### src/rtl/b32e_pkg.sv
package b32e_pkg;

	localparam int SYM_W   = 5;
	localparam int ASCII_W = 7;
	localparam int MAX_SYM = 4;

	// One accepted item after classification: the symbol indices it yields,
	// how many of them are valid, and whether it closes the message.
	typedef struct packed {
		logic [MAX_SYM-1:0][SYM_W-1:0] idx;
		logic [2:0]                    n_sym;
		logic                          msg_end;
	} job_t;

	typedef logic [ASCII_W-1:0] ascii_t;

	localparam ascii_t ALPHABET [32] = '{
		7'h30, 7'h31, 7'h32, 7'h33, 7'h34, 7'h35, 7'h36, 7'h37,
		7'h38, 7'h39, 7'h41, 7'h42, 7'h43, 7'h44, 7'h45, 7'h46,
		7'h47, 7'h48, 7'h4A, 7'h4B, 7'h4D, 7'h4E, 7'h50, 7'h51,
		7'h52, 7'h53, 7'h54, 7'h56, 7'h57, 7'h58, 7'h59, 7'h5A
	};

	function automatic ascii_t sym_ascii(input logic [SYM_W-1:0] code);
		return ALPHABET[code];
	endfunction

endpackage

### src/rtl/b32e_if.sv
interface b32e_byte_if;
	logic       valid;
	logic       ready;
	logic [7:0] data_byte;
	logic       is_last;
	logic       empty_message;

	modport source (output valid, output data_byte, output is_last, output empty_message,
		input ready);
	modport sink (input valid, input data_byte, input is_last, input empty_message,
		output ready);
endinterface

interface b32e_sym_if;
	logic                         valid;
	logic                         ready;
	logic [b32e_pkg::ASCII_W-1:0] symbol;
	logic                         last_symbol;

	modport source (output valid, output symbol, output last_symbol, input ready);
	modport sink (input valid, input symbol, input last_symbol, output ready);
endinterface

### src/rtl/b32e_front.sv
module b32e_front (
	input  logic            clk,
	input  logic            arst_n,
	b32e_byte_if.sink       msg,
	input  logic            q_full,
	output logic            q_push,
	output b32e_pkg::job_t  q_job
);

	logic [3:0]  pend_q;
	logic [2:0]  cnt_q;
	logic        is_end;
	logic        long_item;
	logic [4:0]  total;
	logic [2:0]  n_sym;
	logic [4:0]  rem;
	logic [2:0]  gap;
	logic [3:0]  pend_al;
	logic [15:0] data_al;
	logic [23:0] window;
	logic [3:0]  rem_mask;

	assign msg.ready = !q_full;
	assign q_push    = msg.valid && !q_full;

	always_comb begin
		is_end    = msg.empty_message || msg.is_last;
		// A last byte carries its own eight bits plus the appended zero byte.
		long_item = !msg.empty_message && msg.is_last;
		total     = 5'({2'b00, cnt_q} + (long_item ? 5'd16 : 5'd8));
		if (total >= 5'd20) begin
			n_sym = 3'd4;
		end else if (total >= 5'd15) begin
			n_sym = 3'd3;
		end else if (total >= 5'd10) begin
			n_sym = 3'd2;
		end else begin
			n_sym = 3'd1;
		end
		rem      = 5'(total - 5'({n_sym, 2'b00} + {2'b00, n_sym}));
		gap      = 3'(3'd4 - cnt_q);
		// Left-align pending bits and new data so symbol k sits at a fixed slice.
		pend_al  = 4'(pend_q << gap);
		data_al  = msg.empty_message ? 16'h0000 : {msg.data_byte, 8'h00};
		window   = {pend_al, 20'h00000} | 24'({4'h0, data_al, 4'h0} << gap);
		rem_mask = 4'((5'd1 << rem) - 5'd1);
		for (int k = 0; k < b32e_pkg::MAX_SYM; k++) begin
			q_job.idx[k] = window[23 - 5*k -: b32e_pkg::SYM_W];
		end
		q_job.n_sym   = n_sym;
		q_job.msg_end = is_end;
	end

	always_ff @(posedge clk or negedge arst_n) begin
		if (!arst_n) begin
			pend_q <= 4'h0;
			cnt_q  <= 3'd0;
		end else if (q_push) begin
			if (is_end) begin
				pend_q <= 4'h0;
				cnt_q  <= 3'd0;
			end else begin
				pend_q <= msg.data_byte[3:0] & rem_mask;
				cnt_q  <= rem[2:0];
			end
		end
	end

endmodule

### src/rtl/b32e_queue.sv
module b32e_queue (
	input  logic            clk,
	input  logic            arst_n,
	input  logic            push,
	input  b32e_pkg::job_t  push_job,
	output logic            full,
	input  logic            pop,
	output logic            empty,
	output b32e_pkg::job_t  head
);

	b32e_pkg::job_t mem_q [2];
	logic           wr_q;
	logic           rd_q;
	logic [1:0]     fill_q;

	assign full  = fill_q == 2'd2;
	assign empty = fill_q == 2'd0;
	assign head  = mem_q[rd_q];

	always_ff @(posedge clk) begin
		if (push) begin
			mem_q[wr_q] <= push_job;
		end
	end

	always_ff @(posedge clk or negedge arst_n) begin
		if (!arst_n) begin
			wr_q   <= 1'b0;
			rd_q   <= 1'b0;
			fill_q <= 2'd0;
		end else begin
			if (push) begin
				wr_q <= !wr_q;
			end
			if (pop) begin
				rd_q <= !rd_q;
			end
			if (push && !pop) begin
				fill_q <= 2'(fill_q + 2'd1);
			end else if (pop && !push) begin
				fill_q <= 2'(fill_q - 2'd1);
			end
		end
	end

endmodule

### src/rtl/b32e_back.sv
module b32e_back (
	input  logic            clk,
	input  logic            arst_n,
	input  logic            q_empty,
	input  b32e_pkg::job_t  q_head,
	output logic            q_pop,
	b32e_sym_if.source      sym
);

	logic [1:0] k_q;
	logic       at_tail;
	logic       fire;

	assign at_tail         = {1'b0, k_q} == 3'(q_head.n_sym - 3'd1);
	assign fire            = sym.valid && sym.ready;
	assign sym.valid       = !q_empty;
	assign sym.symbol      = b32e_pkg::sym_ascii(q_head.idx[k_q]);
	assign sym.last_symbol = q_head.msg_end && at_tail;
	assign q_pop           = fire && at_tail;

	always_ff @(posedge clk or negedge arst_n) begin
		if (!arst_n) begin
			k_q <= 2'd0;
		end else if (fire) begin
			k_q <= at_tail ? 2'd0 : 2'(k_q + 2'd1);
		end
	end

endmodule

### src/rtl/base32_symbol_encoder.sv
// Channel | Role | Payload
// msg     | sink   | data_byte[7:0], is_last, empty_message
// sym     | source | symbol[6:0], last_symbol
//
// The front stage takes one request per cycle while the two-entry job queue has room.
// The back stage sends one symbol per cycle while sym is ready.
// A byte yields one or two symbols and a final byte three or four.
// Reset clears the bit buffer, the queue pointers and the symbol counter.
// A stall on sym holds the current symbol; msg keeps flowing until the queue fills.
module base32_symbol_encoder (
	input  logic       clk,
	input  logic       arst_n,
	b32e_byte_if.sink  msg,
	b32e_sym_if.source sym
);

	logic           q_push;
	logic           q_full;
	logic           q_pop;
	logic           q_empty;
	b32e_pkg::job_t q_job;
	b32e_pkg::job_t q_head;

	b32e_front u_front (
		.clk    (clk),
		.arst_n (arst_n),
		.msg    (msg),
		.q_full (q_full),
		.q_push (q_push),
		.q_job  (q_job)
	);

	b32e_queue u_queue (
		.clk      (clk),
		.arst_n   (arst_n),
		.push     (q_push),
		.push_job (q_job),
		.full     (q_full),
		.pop      (q_pop),
		.empty    (q_empty),
		.head     (q_head)
	);

	b32e_back u_back (
		.clk     (clk),
		.arst_n  (arst_n),
		.q_empty (q_empty),
		.q_head  (q_head),
		.q_pop   (q_pop),
		.sym     (sym)
	);

endmodule

### src/flat_wrapper.sv
// flat-port wrapper written by rule: the top's interface ports become plain ports
module base32_symbol_encoder_flat 
  (clk, arst_n, msg_valid, msg_data_byte, msg_is_last, msg_empty_message, msg_ready, sym_valid, sym_symbol, sym_last_symbol, sym_ready);
  b32e_byte_if msg_i ();
  b32e_sym_if sym_i ();
  input  logic clk;
  input  logic arst_n;
  input wire logic [$bits(msg_i.valid)-1:0] msg_valid;
  input wire logic [$bits(msg_i.data_byte)-1:0] msg_data_byte;
  input wire logic [$bits(msg_i.is_last)-1:0] msg_is_last;
  input wire logic [$bits(msg_i.empty_message)-1:0] msg_empty_message;
  output wire logic [$bits(msg_i.ready)-1:0] msg_ready;
  output wire logic [$bits(sym_i.valid)-1:0] sym_valid;
  output wire logic [$bits(sym_i.symbol)-1:0] sym_symbol;
  output wire logic [$bits(sym_i.last_symbol)-1:0] sym_last_symbol;
  input wire logic [$bits(sym_i.ready)-1:0] sym_ready;
  assign msg_i.valid = msg_valid;
  assign msg_i.data_byte = msg_data_byte;
  assign msg_i.is_last = msg_is_last;
  assign msg_i.empty_message = msg_empty_message;
  assign msg_ready = msg_i.ready;
  assign sym_valid = sym_i.valid;
  assign sym_symbol = sym_i.symbol;
  assign sym_last_symbol = sym_i.last_symbol;
  assign sym_i.ready = sym_ready;
  base32_symbol_encoder u_core (.clk(clk), .arst_n(arst_n), .msg(msg_i), .sym(sym_i));
endmodule
### config.mk
export PLATFORM = sky130hd
export DESIGN_NAME = base32_symbol_encoder_flat
export DESIGN_NICKNAME = d
export VERILOG_FILES = /design/src/rtl/b32e_pkg.sv /design/src/rtl/b32e_if.sv /design/src/rtl/b32e_front.sv /design/src/rtl/b32e_queue.sv /design/src/rtl/b32e_back.sv /design/src/rtl/base32_symbol_encoder.sv /design/src/flat_wrapper.sv
export SDC_FILE = /design/constraint.sdc
export NUM_CORES = 1
export LEC_CHECK = 0
export ABC_CLOCK_PERIOD_IN_PS = 8550
export BUFFER_PORTS_ARGS = -buffer_cell sky130_fd_sc_hd__buf_2
export CORE_MARGIN = 2
export CORE_UTILIZATION = 65
export CTS_CLUSTER_DIAMETER = 100
export DETAILED_ROUTE_END_ITERATION = 7
export GPL_ROUTABILITY_DRIVEN = 0
export PLACE_DENSITY = 0.86
export SETUP_SLACK_MARGIN = 0.15
export SYNTH_ARGS = -nofsm -noshare
export SYNTH_HDL_FRONTEND = slang
export SYNTH_SLANG_ARGS = --single-unit
### constraint.sdc
create_clock -name clk -period 8.55 [get_ports clk]
set_input_delay 2.1375 -clock clk [delete_from_list [all_inputs] [get_ports clk]]
set_output_delay 2.1375 -clock clk [all_outputs]
set_load 0.02 [all_outputs]
==> impl_metrics.tcl, run 1 <==
set metrics [dict create \
    drtAntennaViolNets 0 \
    synth_cell_types 51 \
    core_area_sq_um 4354 \
    period_needed_ns 5.980 \
    synthAdderAreaFrac_pct 7.973 \
    post_cts_buffers 0 \
    final.setup_skew_ns 0.007190 \
    synth_area_leaders "edfxtp_1, dfrtp_1, ha_1" \
    tns_ns 0 \
    finalWirelength_microns 5480 \
    syn-mean-instance-area_sq_um 11.02 \
    synth_top_family_by_area "simple AND/OR/NAND/NOR gates" \
    holdWs_ns 0.4945 \
    startpoint_type "input pin" \
    ir_worst_vdd_v 0.0002045 \
    yosysWarnings 0 \
    cts_hold_buf 0 \
    layout.nets 315 \
    synth_top_area_cell "edfxtp_1" \
    netlist_area_sq_um 2919 \
    muxShareOfSynthArea_pct 13.33 \
    start_util_pct 67.04 \
    die_w_microns 71.02 \
    clk_pin_slew_worst_paths_ns 0.09 \
    rsz0062_at_grt "false" \
    grt_pass1_wl_microns 9266 \
    worstPathMaxFanout 15 \
    status "finished clean" \
    ys_ff_latch 45 \
    htree_levels 2 \
    drt-initial-drc-count 122 \
    synth_compound_area_share_pct 11.44 \
    hold_path.class "reg -> reg" \
    netlist_top_cells_count "edfxtp_1, nor2_1, mux2i_1" \
    min_period_over_period_pct 69.94 \
    synth_fp_nets 297 \
    relSlewSlack_pct 24.80 \
    synthFlopType "edfxtp_1" \
    ctsRootBufferMaster "clkbuf_8" \
    pwr_density_cell_nw_per_um2 435.0 \
    fmax_mhz 167.2 \
    area_growth_pct 7.844 \
    worst_pin_slew_ns 1.124 \
    rows 24 \
    clkLatencyLatePin_ns 0.30 \
    synth-simple-area-share_pct 14.36 \
    cts.sinks 45 \
    grt_usage_pct 23.82 \
    cts_resized 0 \
    routed-wl-met3_microns 250 \
    synth_top_area_share_pct 32.92 \
    hold_viol_final 0 \
    pin_count 24 \
    cpMostUsedCell "ha_1" \
    syn_inst 265 \
    end_kind "flip-flop" \
    synth-edff-count 32 \
    antenna_cells 0 \
    drv_cap 0 \
    required_ns 8.77 \
    setup-violations-final 0 \
    die_y_microns 71.02 \
    portBuffers 23 \
    yosys.area_share.xor_xnor_pct 4.201 \
    wire_per_inst_microns 16.31 \
    yosysMostFrequentCell "edfxtp_1" \
    grt_antenna_before_repair 0 \
    grt_max_degree 20 \
    power.leakage_uw 0.001297 \
    dr.pass1.iters 5 \
    path_cells "buf_2 > nor2b_1 > and2_1 > nor2_1 > ha_1 > inv_1 > ha_1 > nor2_1 > fa_1 > nor4b_1 > mux2i_1 > a31oi_1 > nand3_1 > ha_1 > or4_1 > a311o_1 > o211ai_1" \
    vias_per_cell 5.994 \
    critPathMaxStageDelay_ns 0.50 \
    num_vias 2014 \
    maxSlewViolCount 0 \
    total_power_uw 1370 \
    m1WireLength_microns 2257 \
    top_layer_used "met4" \
    slowest_stage "fa_1" \
    cts_inserted_buffers 5 \
    wl_met2_microns 2890 \
    cts_tree "done" \
    drc 0 \
    grt_pass1_vias 1985 \
    grt_overflow 0 \
    async_flop_share_pct 28.89 \
    drive_above_1_share_pct 16.55 \
    cts_buffer_depth 2 \
    cp_data_arrival_time_ns 6.20 \
    synth-seq-area-share_pct 44.06 \
    die_area_sq_um 5043 \
    dpl.hpwl_microns 3941 \
    path_class "in -> reg" \
]
-- cells in the final DEF, fill, tap and decap left out, types with 7 or more instances in the layout --
master and n:
o21ai_0 12, a21oi_1 13, inv_1 14, buf_2 23, ha_1 17, nor2b_1 7
nand3_1 9, mux2i_1 19, dfrtp_1 13, nor2_1 22, nand2_1 12, xnor2_1 8
edfxtp_1 32
-- logic make-up after synthesis --
logic type,Yosys count
flops,45
simple gates,80
buf+inv,28
xor+xnor,14
fa+ha+maj,18
mux,30
compound gates,50
-- stage by stage --
step                instances  worst slack [ns]  util [%]  instance area [sq um]
global route              336             2.194     72.30                   3148
floorplan                 265             3.011         -                   2919
finish                    336             2.570     72.30                   3148
detailed placement        328             2.362     69.54                   3028
CTS                       336             2.574     72.30                   3148
global placement          328             2.669     69.54                   3028
-- routing by layer --
metal,GRT usage (%),vias to the layer above
li1,-,1009
met1,30.35,941
met2,41.64,55
met3,4.843,9
met4,6.499,0
met5,0,-
-- registers in the layout, summed over array words and instances, names as in the netlist --
| name | flops |
|---|---|
| u_core.u_back.k_q | 2 |
| u_core.u_queue.rd_q | 1 |
| u_core.u_queue.wr_q | 1 |
| u_core.u_queue.fill_q | 2 |
| u_core.u_queue.mem_q | 32 |
| u_core.u_front.pend_q | 4 |
| u_core.u_front.cnt_q | 3 |
-- report_power, final --
part	total, uW	switching, uW	internal, uW
Clock	168	73.4	95.0
Sequential	408	66.7	341
Combinational	794	460	333
Total	1370	600	769
-- area by class of cell --
cell class              count  area, sq um
flip-flops and latches     45         1286
clock buffers               6        82.58
multi-input cells         192         1498
inverters                  15        56.30
repair buffers             24        122.6
well taps                  52        65.06
fillers                   302         1206
clock inverters             2        37.54
-- worst max-delay path: cells and delay by family --
family	cells	cell delay (ns)
and+or+nand+nor	7	1.58
buffers and inverters	2	0.33
AOI/OAI and AO/OA	3	0.72
adders and majority gates	4	1.23
muxes	1	0.17
-- worst paths after layout --
path | from | to | slack (ns) | depth (start not counted)
setup / recovery | msg_empty_message | u_core.u_front.pend_q[2]$_DFFE_PN0P_ | 2.57 | 17
hold / removal | u_core.u_front.pend_q[1]$_DFFE_PN0P_ | u_core.u_front.pend_q[1]$_DFFE_PN0P_ | 0.49 | 2
setup reg to reg | u_core.u_front.cnt_q[0]$_DFFE_PN0P_ | u_core.u_front.pend_q[2]$_DFFE_PN0P_ | 3.65 | 18
hold reg to reg | u_core.u_front.pend_q[1]$_DFFE_PN0P_ | u_core.u_front.pend_q[1]$_DFFE_PN0P_ | 0.49 | 2
max in group asynchronous | arst_n | u_core.u_back.k_q[0]$_DFFE_PN0P_ | 6.59 | 1
min in group asynchronous | arst_n | u_core.u_front.pend_q[0]$_DFFE_PN0P_ | 1.72 | 1
Power figures use the tool's default switching activity.
==> inputs of run 2 (changes only) <==
--- a/config.mk
+++ b/config.mk
@@ -5,14 +5,14 @@
 export SDC_FILE = /design/constraint.sdc
 export NUM_CORES = 1
 export LEC_CHECK = 0
-export ABC_CLOCK_PERIOD_IN_PS = 8550
+export ABC_CLOCK_PERIOD_IN_PS = 5600
 export BUFFER_PORTS_ARGS = -buffer_cell sky130_fd_sc_hd__buf_2
 export CORE_MARGIN = 2
-export CORE_UTILIZATION = 65
+export CORE_UTILIZATION = 60
 export CTS_CLUSTER_DIAMETER = 100
 export DETAILED_ROUTE_END_ITERATION = 7
 export GPL_ROUTABILITY_DRIVEN = 0
-export PLACE_DENSITY = 0.86
+export PLACE_DENSITY = 0.8
 export SETUP_SLACK_MARGIN = 0.15
 export SYNTH_ARGS = -nofsm -noshare
 export SYNTH_HDL_FRONTEND = slang
==> constraint.sdc (replaced) <==
create_clock -name clk -period 5.6 [get_ports clk]
set_input_delay 1.4 -clock clk [delete_from_list [all_inputs] [get_ports clk]]
set_output_delay 1.4 -clock clk [all_outputs]
set_load 0.02 [all_outputs]
==> run 2 against run 1 <==
Effect of this change: sequential power rose by 53%; routed wire length fell by 0.69%; clock skew fell by 0.0039 ns; hold slack improved by 0.0028 ns; via count rose by 1.2%; total power rose by 51%; register-to-register slack got worse by 2.7 ns; clock power rose by 42%; setup slack got worse by 2.0 ns; sequential cell count did not move; first-iteration DRC count rose by 3.3%; global-route usage fell by 1.5 points; critical path type unchanged.
==> impl_metrics.tcl, run 2 (synthesis results as in run 1) <==
set metrics [dict create \
    required_ns 5.82 \
    grt_antenna_before_repair 0 \
    dr.pass1.iters 4 \
    pin_count 24 \
    wire_per_inst_microns 16.10 \
    power.leakage_uw 0.001295 \
    min_period_over_period_pct 89.98 \
    combinationalPowerShare_pct 58.5 \
    die_y_microns 73.75 \
    critPathMaxStageDelay_ns 0.51 \
    total_power_uw 2073 \
    clkLatencyLatePin_ns 0.29 \
    antenna_cells 0 \
    cts_tree "done" \
    grt_pass1_vias 1961 \
    drtAntennaViolNets 0 \
    setup-violations-final 0 \
    layout.nets 315 \
    worstPathMaxFanout 15 \
    relSlewSlack_pct 21.91 \
    area_growth_pct 7.716 \
    hold_path.class "reg -> reg" \
    num_vias 2038 \
    holdWs_ns 0.4973 \
    sequentialPowerShare_pct 30.0 \
    dpl.hpwl_microns 4112 \
    core_area_sq_um 4692 \
    path_class "in -> reg" \
    swShare_pct 44.03 \
    layout.filler_cells 369 \
    cts_resized 0 \
    ir_worst_vdd_v 0.0003314 \
    ctsRootBufferMaster "clkbuf_8" \
    maxSlewViolCount 0 \
    worst_pin_slew_ns 1.167 \
    drt-initial-drc-count 126 \
    layout_setup_ws_ns 0.5608 \
    layout_commonest_cell "edfxtp_1" \
    regMostFlops "u_core.u_queue.mem_q" \
    dp_slack_ns 0.1968 \
    cts_hold_buf 0 \
    post_cts_buffers 0 \
    htree_levels 2 \
    final_cell_mix "edfxtp_1, buf_2, nor2_1, mux2i_1, ha_1" \
    start_util_pct 62.21 \
    rows 25 \
    drive_above_1_share_pct 16.55 \
    cts.sinks 45 \
    clk_pin_slew_worst_paths_ns 0.08 \
    hold_viol_final 0 \
    drv_cap 0 \
    reg2reg_depth 18 \
    fmax_mhz 198.4 \
    grt_usage_pct 22.31 \
    pwr_density_cell_nw_per_um2 659.4 \
    die_area_sq_um 5439 \
    hold_depth 2 \
    rsz0062_at_grt "false" \
    p_sw_uw 912.9 \
    grt_pass1_wl_microns 9052 \
    final.setup_skew_ns 0.003289 \
    clkPwrFrac_pct 11.5 \
    startpoint_type "input pin" \
    period_needed_ns 5.039 \
    vias_per_cell 6.030 \
    cp_data_arrival_time_ns 5.25 \
    end_kind "flip-flop" \
    reg_top3 "u_core.u_queue.mem_q: 32 flops, u_core.u_front.pend_q: 4 flops, u_core.u_front.cnt_q: 3 flops" \
    slowest_stage "or4_1" \
    grt_overflow 0 \
    path_cells "buf_2 > nor2b_1 > and2_1 > nor2_1 > ha_1 > inv_1 > ha_1 > nor2_1 > fa_1 > nor4b_1 > mux2i_1 > a31oi_2 > nand3_1 > ha_1 > or4_1 > a311o_1 > o211ai_1" \
    cts_buffer_depth 2 \
    drc 0 \
    status "finished clean" \
    portBuffers 23 \
    cpMostUsedCell "ha_1" \
    die_w_microns 73.75 \
    finish.utilization_pct 67.01 \
    grt_max_degree 20 \
    finalWirelength_microns 5442 \
    cts_inserted_buffers 5 \
    largest_reg_flops 32 \
    p_int_uw 1160 \
    tns_ns 0 \
]
-- run 2: cell types whose count changed in the layout (fill, tap and decap cells not counted), sizes merged --
| cell | delta |
|---|---|
| clkinvlp | -1 |
| clkinv | +1 |
-- run 2: final timing paths --
kind,start,end,slack (ns)
worst max-delay path,msg_empty_message,u_core.u_front.pend_q[2]$_DFFE_PN0P_,0.56
worst min-delay path,u_core.u_front.pend_q[3]$_DFFE_PN0P_,u_core.u_front.pend_q[3]$_DFFE_PN0P_,0.50
worst max register to register,u_core.u_front.cnt_q[0]$_DFFE_PN0P_,u_core.u_front.pend_q[2]$_DFFE_PN0P_,0.95
worst min register to register,u_core.u_front.pend_q[3]$_DFFE_PN0P_,u_core.u_front.pend_q[3]$_DFFE_PN0P_,0.50
max in group asynchronous,arst_n,u_core.u_back.k_q[1]$_DFFE_PN0P_,4.38
min in group asynchronous,arst_n,u_core.u_front.cnt_q[0]$_DFFE_PN0P_,0.99
-- run 2: layout make-up --
type	count	area, sq um	share of cell area [%]
flip-flops and latches	45	1286	40.91
well taps	54	67.56	2.149
multi-input cells	192	1504	47.83
clock inverters	2	35.03	1.114
clock buffers	6	72.57	2.308
inverters	15	56.30	1.791
repair buffers	24	122.6	3.900
-- run 2: worst max-delay path: cells and delay by family --
| kind | cells | cell delay, ns |
|---|---|---|
| buffers and inverters | 2 | 0.24 |
| adders and majority gates | 4 | 1.19 |
| and+or+nand+nor | 7 | 1.55 |
| AOI/OAI and AO/OA | 3 | 0.69 |
| muxes | 1 | 0.16 |
-- run 2: power by group through the flow --
stage | clock [uW] | sequential, uW | combinational (uW)
6_report | 238 | 623 | 1210
5_1_grt | 255 | 639 | 1350
4_1_cts | 243 | 626 | 1220
3_5_place_dp | 0 | 631 | 1210
3_3_place_gp | 0 | 622 | 1170
2_1_floorplan | 0 | 561 | 1040
-- run 2: through the flow --
step	instances	instance area, sq um
after floorplan	265	2919
after global placement	330	3030
after detailed placement	330	3030
after CTS	338	3138
after global routing	338	3144
final	338	3144
-- run 2: layer usage --
metal	track usage (%)	up-vias	part of all wire, %
met5	0	-	0
met4	9.899	0	2.1
met3	5.213	10	4.2
met2	37.40	53	52
met1	27.37	966	42
li1	-	1009	-
